$ cat src/hdl/tksd_pkg.sv
`default_nettype none
package tksd_pkg;

    localparam int unsigned ByteW  = 8;
    localparam int unsigned TextW  = 32;
    localparam int unsigned CountW = 3;
    localparam int unsigned LaneN  = TextW / ByteW;

    typedef logic [ByteW-1:0] t_byte;

    // result kinds
    localparam logic [1:0] KIND_CHAR     = 2'd0;
    localparam logic [1:0] KIND_SPECIAL  = 2'd1;
    localparam logic [1:0] KIND_TEXT     = 2'd2;
    localparam logic [1:0] KIND_TEXT_ERR = 2'd3;

    // special keys
    localparam logic [3:0] KEY_NONE      = 4'd0;
    localparam logic [3:0] KEY_UP        = 4'd1;
    localparam logic [3:0] KEY_DOWN      = 4'd2;
    localparam logic [3:0] KEY_RIGHT     = 4'd3;
    localparam logic [3:0] KEY_LEFT      = 4'd4;
    localparam logic [3:0] KEY_HOME      = 4'd5;
    localparam logic [3:0] KEY_END       = 4'd6;
    localparam logic [3:0] KEY_DELETE    = 4'd7;
    localparam logic [3:0] KEY_PGUP      = 4'd8;
    localparam logic [3:0] KEY_PGDN      = 4'd9;
    localparam logic [3:0] KEY_TAB       = 4'd10;
    localparam logic [3:0] KEY_RETURN    = 4'd11;
    localparam logic [3:0] KEY_ESCAPE    = 4'd12;
    localparam logic [3:0] KEY_BACKSPACE = 4'd13;

    // byte values
    localparam t_byte B_TAB    = 8'd9;
    localparam t_byte B_CR     = 8'd13;
    localparam t_byte B_ESC    = 8'd27;
    localparam t_byte B_DEL    = 8'd127;
    localparam t_byte B_CTRL_Z = 8'd26;
    localparam t_byte B_LBRACK = 8'h5B;
    localparam t_byte B_UPPER_O = 8'h4F;
    localparam t_byte B_TILDE  = 8'h7E;
    localparam t_byte B_SEMI   = 8'h3B;
    localparam t_byte B_ZERO   = 8'h30;
    localparam t_byte B_ONE    = 8'h31;
    localparam t_byte B_TWO    = 8'h32;
    localparam t_byte B_THREE  = 8'h33;
    localparam t_byte B_FOUR   = 8'h34;
    localparam t_byte B_FIVE   = 8'h35;
    localparam t_byte B_SIX    = 8'h36;
    localparam t_byte B_SEVEN  = 8'h37;
    localparam t_byte B_EIGHT  = 8'h38;
    localparam t_byte B_NINE   = 8'h39;
    localparam t_byte B_CTRL_BASE = 8'h60;   // 'a' - 1

    // input modes
    localparam logic MODE_BYTE = 1'b0;
    localparam logic MODE_IDLE = 1'b1;

    typedef struct packed {
        logic [1:0]        key_kind;
        logic [3:0]        special_key;
        t_byte             char_code;
        logic              ctrl_held;
        logic              alt_held;
        logic              shift_held;
        logic [TextW-1:0]  text_bytes;
        logic [CountW-1:0] text_count;
    } t_result;

    function automatic logic [3:0] movement_key(input t_byte b);
        logic [3:0] k;
        case (b)
            8'h41:   k = KEY_UP;
            8'h42:   k = KEY_DOWN;
            8'h43:   k = KEY_RIGHT;
            8'h44:   k = KEY_LEFT;
            8'h48:   k = KEY_HOME;
            8'h46:   k = KEY_END;
            default: k = KEY_NONE;
        endcase
        return k;
    endfunction

endpackage
`default_nettype wire

$ cat src/hdl/terminal_key_sequence_decoder_core.sv
`default_nettype none
// Decodes terminal input bytes and idle (read timeout) marks into key events:
// characters, Ctrl/Alt combinations, escape-sequence movement and editing keys,
// and UTF-8 text. One transfer is taken every cycle while the result register
// is free or being read; each transfer goes through an input register, one pass
// of the sequence decoder and a result register, which drives the master side.
// Transfers that only extend a pending sequence produce no result.
// s_axis_tready follows m_axis_tready combinationally: while a result waits on
// the master side, one more transfer is held in the input register and then
// the input stalls until the result is taken.
module terminal_key_sequence_decoder_core
    import tksd_pkg::*;
(
    input  wire logic        i_clk,
    input  wire logic        i_rst_n,
    input  wire logic        s_axis_tvalid,
    output logic             s_axis_tready,
    input  wire logic [7:0]  s_axis_tdata,   // in_byte
    input  wire logic [0:0]  s_axis_tuser,   // mode
    output logic             m_axis_tvalid,
    input  wire logic        m_axis_tready,
    // special_key[3:0], char_code[11:4], ctrl_held[12], alt_held[13],
    // shift_held[14], text_bytes[46:15], text_count[49:47], zero pad[55:50]
    output logic [55:0]      m_axis_tdata,
    output logic [1:0]       m_axis_tuser    // key_kind
);

    logic     r_in_valid;
    logic     r_in_mode;
    t_byte    r_in_byte;
    logic     r_out_valid;
    t_result  r_out;

    logic     step;
    logic     res_valid;
    t_result  res;

    assign step          = r_in_valid && (!r_out_valid || m_axis_tready);
    assign s_axis_tready = !r_in_valid || step;

    tksd_decode u_decode (
        .i_clk       (i_clk),
        .i_rst_n     (i_rst_n),
        .i_step      (step),
        .i_mode      (r_in_mode),
        .i_byte      (r_in_byte),
        .o_res_valid (res_valid),
        .o_res       (res)
    );

    always_ff @(posedge i_clk) begin
        if (!i_rst_n) begin
            r_in_valid  <= 1'b0;
            r_out_valid <= 1'b0;
        end else begin
            if (s_axis_tready) begin
                r_in_valid <= s_axis_tvalid;
            end
            if (step) begin
                r_out_valid <= res_valid;
            end else if (m_axis_tready) begin
                r_out_valid <= 1'b0;
            end
        end
    end

    always_ff @(posedge i_clk) begin
        if (s_axis_tready && s_axis_tvalid) begin
            r_in_mode <= s_axis_tuser[0];
            r_in_byte <= s_axis_tdata;
        end
        if (step && res_valid) begin
            r_out <= res;
        end
    end

    assign m_axis_tvalid = r_out_valid;
    assign m_axis_tuser  = r_out.key_kind;
    assign m_axis_tdata  = {6'd0, r_out.text_count, r_out.text_bytes, r_out.shift_held,
                            r_out.alt_held, r_out.ctrl_held, r_out.char_code,
                            r_out.special_key};

    a_no_overwrite: assert property (@(posedge i_clk) disable iff (!i_rst_n)
        (r_out_valid && !m_axis_tready) |-> !step)
        else $error("result register overwritten while held");

    a_text_has_count: assert property (@(posedge i_clk) disable iff (!i_rst_n)
        (m_axis_tvalid && (m_axis_tuser == KIND_TEXT || m_axis_tuser == KIND_TEXT_ERR))
            |-> (r_out.text_count != '0 && r_out.key_kind[1]))
        else $error("text result without bytes");

    a_special_has_key: assert property (@(posedge i_clk) disable iff (!i_rst_n)
        (m_axis_tvalid && m_axis_tuser == KIND_SPECIAL)
            |-> (r_out.special_key != KEY_NONE && r_out.text_count == '0))
        else $error("special key result without a key");

    a_input_drains: assert property (@(posedge i_clk) disable iff (!i_rst_n)
        (r_in_valid && !r_out_valid) |=> (!r_in_valid || $past(s_axis_tvalid)))
        else $error("input register stuck with free result slot");

endmodule
`default_nettype wire

$ cat src/hdl/tksd_decode.sv
`default_nettype none
module tksd_decode
    import tksd_pkg::*;
(
    input  wire logic    i_clk,
    input  wire logic    i_rst_n,
    input  wire logic    i_step,
    input  wire logic    i_mode,
    input  wire t_byte   i_byte,
    output logic         o_res_valid,
    output t_result      o_res
);

    typedef enum logic [8:0] {
        PH_IDLE      = 9'b000000001,
        PH_ESC       = 9'b000000010,
        PH_CSI       = 9'b000000100,
        PH_CSI_DIGIT = 9'b000001000,
        PH_CSI_MOD1  = 9'b000010000,
        PH_CSI_MOD2  = 9'b000100000,
        PH_SS3       = 9'b001000000,
        PH_DISCARD   = 9'b010000000,
        PH_UTF8      = 9'b100000000
    } t_phase;

    t_phase              r_phase, n_phase;
    t_byte               r_digit, n_digit;
    t_byte               r_modifier, n_modifier;
    logic [TextW-1:0]    r_text, n_text;
    logic [CountW-1:0]   r_expected, n_expected;
    logic [CountW-1:0]   r_have, n_have;

    t_result             res;
    logic                res_valid;
    logic [3:0]          move_k;
    logic [3:0]          tilde_k;
    logic [TextW-1:0]    text_ins;
    logic [CountW-1:0]   have_inc;
    logic [CountW-1:0]   lead_len;

    assign move_k   = movement_key(i_byte);
    assign have_inc = r_have + CountW'(1);

    always_comb begin
        case (r_digit)
            B_ONE, B_SEVEN: tilde_k = KEY_HOME;
            B_THREE:        tilde_k = KEY_DELETE;
            B_FOUR, B_EIGHT: tilde_k = KEY_END;
            B_FIVE:         tilde_k = KEY_PGUP;
            B_SIX:          tilde_k = KEY_PGDN;
            default:        tilde_k = KEY_NONE;
        endcase
    end

    // place the new byte in the lane given by the current count
    always_comb begin
        text_ins = r_text;
        for (int i = 0; i < LaneN; i++) begin
            if (r_have[1:0] == i[1:0]) begin
                text_ins[i*ByteW +: ByteW] = i_byte;
            end
        end
    end

    always_comb begin
        if (i_byte[7:5] == 3'b110) begin
            lead_len = CountW'(2);
        end else if (i_byte[7:4] == 4'b1110) begin
            lead_len = CountW'(3);
        end else if (i_byte[7:3] == 5'b11110) begin
            lead_len = CountW'(4);
        end else begin
            lead_len = '0;
        end
    end

    always_comb begin
        n_phase    = r_phase;
        n_digit    = r_digit;
        n_modifier = r_modifier;
        n_text     = r_text;
        n_expected = r_expected;
        n_have     = r_have;
        res        = '0;
        res_valid  = 1'b0;
        if (i_step) begin
            if (i_mode == MODE_IDLE) begin
                n_phase = PH_IDLE;
                case (r_phase)
                    PH_IDLE: begin
                        res_valid = 1'b0;
                    end
                    PH_SS3: begin
                        res_valid     = 1'b1;
                        res.key_kind  = KIND_CHAR;
                        res.char_code = B_UPPER_O;
                        res.alt_held  = 1'b1;
                    end
                    PH_UTF8: begin
                        res_valid      = 1'b1;
                        res.key_kind   = KIND_TEXT_ERR;
                        res.text_bytes = r_text;
                        res.text_count = r_have;
                    end
                    default: begin
                        res_valid       = 1'b1;
                        res.key_kind    = KIND_SPECIAL;
                        res.special_key = KEY_ESCAPE;
                    end
                endcase
            end else begin
                case (r_phase)
                    PH_ESC: begin
                        n_phase = PH_IDLE;
                        if (i_byte == B_LBRACK) begin
                            n_phase = PH_CSI;
                        end else if (i_byte == B_UPPER_O) begin
                            n_phase = PH_SS3;
                        end else if (i_byte == B_CR) begin
                            res_valid       = 1'b1;
                            res.key_kind    = KIND_SPECIAL;
                            res.special_key = KEY_RETURN;
                            res.alt_held    = 1'b1;
                        end else if (i_byte != '0 && i_byte <= B_CTRL_Z) begin
                            res_valid     = 1'b1;
                            res.key_kind  = KIND_CHAR;
                            res.char_code = i_byte + B_CTRL_BASE;
                            res.ctrl_held = 1'b1;
                            res.alt_held  = 1'b1;
                        end else if (i_byte == B_DEL) begin
                            res_valid       = 1'b1;
                            res.key_kind    = KIND_SPECIAL;
                            res.special_key = KEY_BACKSPACE;
                            res.alt_held    = 1'b1;
                        end else begin
                            res_valid     = 1'b1;
                            res.key_kind  = KIND_CHAR;
                            res.char_code = i_byte;
                            res.alt_held  = 1'b1;
                        end
                    end
                    PH_CSI: begin
                        if (i_byte >= B_ZERO && i_byte <= B_NINE) begin
                            n_digit = i_byte;
                            n_phase = PH_CSI_DIGIT;
                        end else if (move_k != KEY_NONE) begin
                            n_phase         = PH_IDLE;
                            res_valid       = 1'b1;
                            res.key_kind    = KIND_SPECIAL;
                            res.special_key = move_k;
                        end else begin
                            n_phase = PH_DISCARD;
                        end
                    end
                    PH_CSI_DIGIT: begin
                        n_phase = PH_DISCARD;
                        if (i_byte == B_TILDE) begin
                            if (tilde_k != KEY_NONE) begin
                                n_phase         = PH_IDLE;
                                res_valid       = 1'b1;
                                res.key_kind    = KIND_SPECIAL;
                                res.special_key = tilde_k;
                            end
                        end else if (r_digit == B_ONE && i_byte == B_SEMI) begin
                            n_phase = PH_CSI_MOD1;
                        end
                    end
                    PH_CSI_MOD1: begin
                        n_modifier = i_byte;
                        n_phase    = PH_CSI_MOD2;
                    end
                    PH_CSI_MOD2: begin
                        if (r_modifier >= B_TWO && r_modifier <= B_SIX
                                && move_k != KEY_NONE) begin
                            n_phase         = PH_IDLE;
                            res_valid       = 1'b1;
                            res.key_kind    = KIND_SPECIAL;
                            res.special_key = move_k;
                            res.ctrl_held   = (r_modifier == B_FIVE) || (r_modifier == B_SIX);
                            res.alt_held    = (r_modifier == B_THREE) || (r_modifier == B_FOUR);
                            res.shift_held  = (r_modifier == B_TWO) || (r_modifier == B_FOUR)
                                              || (r_modifier == B_SIX);
                        end else begin
                            n_phase = PH_DISCARD;
                        end
                    end
                    PH_SS3: begin
                        if (i_byte == 8'h48 || i_byte == 8'h46) begin
                            n_phase         = PH_IDLE;
                            res_valid       = 1'b1;
                            res.key_kind    = KIND_SPECIAL;
                            res.special_key = move_k;
                        end else begin
                            n_phase = PH_DISCARD;
                        end
                    end
                    PH_DISCARD: begin
                        n_phase = PH_DISCARD;
                    end
                    PH_UTF8: begin
                        // count stays below four while collecting
                        n_text = text_ins;
                        n_have = have_inc;
                        if (have_inc >= r_expected) begin
                            n_phase        = PH_IDLE;
                            res_valid      = 1'b1;
                            res.key_kind   = KIND_TEXT;
                            res.text_bytes = text_ins;
                            res.text_count = have_inc;
                        end
                    end
                    default: begin
                        n_phase = PH_IDLE;
                        if (i_byte[7]) begin
                            if (lead_len == '0) begin
                                res_valid      = 1'b1;
                                res.key_kind   = KIND_TEXT_ERR;
                                res.text_bytes = TextW'(i_byte);
                                res.text_count = CountW'(1);
                            end else begin
                                n_text     = TextW'(i_byte);
                                n_expected = lead_len;
                                n_have     = CountW'(1);
                                n_phase    = PH_UTF8;
                            end
                        end else if (i_byte == B_TAB) begin
                            res_valid       = 1'b1;
                            res.key_kind    = KIND_SPECIAL;
                            res.special_key = KEY_TAB;
                        end else if (i_byte == B_CR) begin
                            res_valid       = 1'b1;
                            res.key_kind    = KIND_SPECIAL;
                            res.special_key = KEY_RETURN;
                        end else if (i_byte == B_ESC) begin
                            n_phase = PH_ESC;
                        end else if (i_byte == B_DEL) begin
                            res_valid       = 1'b1;
                            res.key_kind    = KIND_SPECIAL;
                            res.special_key = KEY_BACKSPACE;
                        end else if (i_byte != '0 && i_byte <= B_CTRL_Z) begin
                            res_valid     = 1'b1;
                            res.key_kind  = KIND_CHAR;
                            res.char_code = i_byte + B_CTRL_BASE;
                            res.ctrl_held = 1'b1;
                        end else begin
                            res_valid     = 1'b1;
                            res.key_kind  = KIND_CHAR;
                            res.char_code = i_byte;
                        end
                    end
                endcase
            end
        end
    end

    always_ff @(posedge i_clk) begin
        if (!i_rst_n) begin
            r_phase    <= PH_IDLE;
            r_digit    <= '0;
            r_modifier <= '0;
            r_text     <= '0;
            r_expected <= '0;
            r_have     <= '0;
        end else begin
            r_phase    <= n_phase;
            r_digit    <= n_digit;
            r_modifier <= n_modifier;
            r_text     <= n_text;
            r_expected <= n_expected;
            r_have     <= n_have;
        end
    end

    assign o_res_valid = res_valid;
    assign o_res       = res;

    a_utf8_count_range: assert property (@(posedge i_clk) disable iff (!i_rst_n)
        r_phase == PH_UTF8 |-> (r_have != '0 && r_have < r_expected))
        else $error("utf8 byte count out of range");

    a_result_only_on_step: assert property (@(posedge i_clk) disable iff (!i_rst_n)
        !i_step |-> !res_valid && n_phase == r_phase)
        else $error("decoder moved without a step");

    a_idle_clears_phase: assert property (@(posedge i_clk) disable iff (!i_rst_n)
        (i_step && i_mode == MODE_IDLE) |=> r_phase == PH_IDLE)
        else $error("idle mark left a sequence pending");

endmodule
`default_nettype wire

$ cat config.mk
export PLATFORM = sky130hd
export DESIGN_NAME = terminal_key_sequence_decoder_core
export DESIGN_NICKNAME = d
export VERILOG_FILES = /design/src/hdl/tksd_pkg.sv /design/src/hdl/terminal_key_sequence_decoder_core.sv /design/src/hdl/tksd_decode.sv
export SDC_FILE = /design/constraint.sdc
export NUM_CORES = 1
export LEC_CHECK = 0
export BUFFER_PORTS_ARGS = -buffer_cell sky130_fd_sc_hd__buf_2
export CAP_MARGIN = 0
export CORE_MARGIN = 2
export CORE_UTILIZATION = 29
export DETAILED_ROUTE_END_ITERATION = 6
export HOLD_SLACK_MARGIN = 0.03
export MAX_ROUTING_LAYER = met4
export PLACE_DENSITY = 0.43
export SYNTH_ARGS = -nofsm -noshare
export SYNTH_HDL_FRONTEND = slang
export SYNTH_SLANG_ARGS = --single-unit
$ cat constraint.sdc
create_clock -name i_clk -period 8.15 [get_ports i_clk]
set_input_delay 1.2225 -clock i_clk [delete_from_list [all_inputs] [get_ports i_clk]]
set_output_delay 1.2225 -clock i_clk [all_outputs]
set_load 0.01 [all_outputs]
==> impl_metrics.csv <==
group,metric,value,unit
status,status,"finished, final reports clean",
global_routing,antenna_found_initial,0,
timing,drv_slew,0,
setup_path,worstSetupPathType,"reg2reg",
clocking,cts_tree,"built",
clocking,clkTransAtPathRegs,0.06,ns
timing,rsz0062_at_grt,"false",
global_routing,grt_pass1_wl,29600,µm
global_routing,use_met1,25.2,%
clocking,cts_buffer_depth,2,
route,routed_wl,19700,µm
synth,synthAdderAreaFrac,2.18,%
final_layout,fin_area,7420,µm²
floorplan,die_y,152,µm
synth,syn-instance-count,619,
final_layout,drive_gt1_share,18.9,%
clocking,numCtsBuffers,17,
final_layout,fin_nets,692,
synth,ys_warn_count,0,
synth,synth_mux_area_share,3.19,%
setup_path,path_cells,"or3b_2 > a211oi_1 > nand2_1 > o211ai_2 > a2111oi_2 > o32ai_4 > buf_4",
floorplan,die_w,152,µm
setup_path,cp.required,8.21,ns
synth,synth.ff_latch_count,126,
clocking,cts-resized-gates,0,
timing,worst_pin_slew,0.973,ns
route,vias,5058,
timing,clock_skew,0.0208,ns
final_layout,layout_common_cells,"buf_2 (66), dfxtp_1 (65), nand2_1 (63), nor2_1 (63), edfxtp_1 (61)",
global_routing,grt_pass1_vias,4748,
timing,fin_ws,4.48,ns
place,place_area,6830,µm²
place,dp_hpwl,14200,µm
floorplan,core,21600,µm²
synth,seq_area_frac_synth,49.6,%
final_layout,syn2layout_area_growth,17.4,%
route,first_iter_violations,399,
place,gp_congestion,0.873,
clocking,cts.sinks,126,
final_layout,layout.cells.most_common,"buf_2",
setup_path,startpoint_type,"register",
floorplan,rows,54,
synth,synth-edff-count,61,
clocking,cts_setup_buffers,0,
synth,netlist_area,6320,µm²
setup_path,cp_top_family,"compound AO/OA/AOI/OAI gates",
setup_path,path_max_fanout,52,
synth,syn_avg_cell_area,10.2,µm²
global_routing,grt_overflow,0,
global_routing,grt_usage,18.1,%
clocking,holdBufCountCts,0,
global_routing,busiest_layer,"met2",
synth,synth_compound_area_share,20.1,%
final_layout,diodes,0,
floorplan,io_pins,73,
setup_path,path_buf_inv,1,
place,dp_slack,4.52,ns
timing,finalCriticalPeriod,3.67,ns
timing,setup_viol,0,
synth,async_flop_share,0,%
clocking,worstSkewPairLatency,0.43,ns
timing,setup-tns-final,0,ns
setup_path,endpoint_kind,"register",
setup_path,slowest_delay,0.88,ns
route,viasPerCell,5.26,
global_routing,use_met3,3.26,%
route,drc,0,
min_path,holdCritPathClass,"reg2reg",
synth,synth_cell_type_count,79,
clocking,htreeDepth,4,
synth,synth_top_family_by_area,"compound AO/OA/AOI/OAI gates",
power,leakagePower,2.64,nW
setup_path,crit_slowest_cell,"edfxtp_1",
route,wl_per_cell,20.5,µm
power,ir_drop,0.134,mV
route,antenna_left,0,
place,buffer_ports.inserted,66,
clocking,clockRootBuffer,"clkbuf_16",
power,power_density,208,nW/µm²
synth,ys.flop_type,"dfxtp_1",
timing,max-slew-margin-rel,34.5,%
setup_path,cp.arrival,3.72,ns
synth,synth-xor-area-share,1.25,%
timing,fmax,0.273,GHz
final_layout,final_util,34.3,%
route,firstDrtPassIters,5,
floorplan,start_util,29.2,%
floorplan,die-area,23000,µm²
global_routing,gr-usage-met2,26.9,%
global_routing,grt_start_max_net_pins,53,
timing,hold_viol,0,
synth,synth-simple-area-share,19.1,%
timing,finalCritPeriodShare,45.0,%
run,cap_violations,0,
[worst paths after layout]
kind / from / end / slack (ns) / cells after the start
max: r_in_byte[3] / m_axis_tdata[1] / 4.48 / 7
min: u_decode.r_digit[4] / u_decode.r_digit[4] / 0.45 / 2
max reg2reg: r_in_byte[3] / m_axis_tdata[1] / 4.48 / 7
min reg2reg: u_decode.r_digit[4] / u_decode.r_digit[4] / 0.45 / 2
[layer usage]
metal | vias up | wire [µm]
met2 | 141 | 8930
met3 | 19 | 826
met5 | - | 0
met1 | 2483 | 9620
li1 | 2415 | -
met4 | 0 | 329
[kinds of logic (layout without fill, tap and decap cells)]
group           after synthesis  after routing
compound gates              165            165
xor+xnor                      9              9
fa+ha+maj                    11             11
buf+inv                      58            115
flops                       126            126
mux                          20             20
other cells                   1              6
simple gates                229            229
[state kept, by name, summed over array words and instances, names as in the netlist]
name	flops
u_decode.r_digit	8
m_axis_tvalid	1
m_axis_tdata	50
r_in_mode	1
u_decode.r_have	3
u_decode.r_phase	9
u_decode.r_modifier	8
r_in_byte	8
u_decode.r_text	32
u_decode.r_expected	3
r_in_valid	1
m_axis_tuser	2
[worst reg2reg max path, stage by stage (launching register included)]
cell and delay [ns]:
edfxtp_1 0.88, or3b_2 0.53, a211oi_1 0.46, nand2_1 0.24
o211ai_2 0.17, a2111oi_2 0.10, o32ai_4 0.30, buf_4 0.55
[cells in the mapped netlist, drive strengths merged (5+ instances only)]
| library cell | number | area, µm² |
|---|---|---|
| a211o | 5 | 43.8 |
| a21o | 6 | 45.0 |
| a21oi | 23 | 138 |
| a22o | 31 | 272 |
| and2 | 5 | 31.3 |
| buf | 18 | 136 |
| clkbuf | 26 | 97.6 |
| dfxtp | 65 | 1300 |
| edfxtp | 61 | 1830 |
| ha | 11 | 138 |
| inv | 14 | 52.6 |
| mux2i | 19 | 190 |
| nand2 | 64 | 243 |
| nand2b | 11 | 68.8 |
| nand3 | 6 | 30.0 |
| nor2 | 64 | 248 |
| nor3 | 12 | 65.1 |
| nor4 | 15 | 121 |
| o21a | 14 | 106 |
| o21ai | 20 | 100 |
| o22ai | 20 | 125 |
| o2bb2ai | 10 | 87.6 |
| o31ai | 5 | 51.3 |
| or2 | 8 | 52.6 |
| or3 | 6 | 42.5 |
| xor2 | 5 | 43.8 |
[final cells by class]
type	instances	area (µm²)
sequential	126	3130
clock buffer	18	439
timing repair buffer	69	353
tap	280	350
inverter	14	52.6
multi-input combinational	440	2940
clock inverter	14	156
fill	2222	14200
[through the flow]
step | std cells | hold WS (ns) | total power [mW]
after global routing | 961 | 0.475 | 1.60
after global placement | 929 | 0.438 | 0.784
after floorplan | 624 | 0.425 | 0.751
after CTS | 961 | 0.456 | 1.56
after detailed placement | 929 | 0.447 | 0.784
final | 961 | 0.454 | 1.54
[power by group]
part | internal [mW] | switching, mW
clock network | 0.464 | 0.307
logic | 0.0233 | 0.0529
registers | 0.676 | 0.0176
Power figures use the tool's default switching activity.
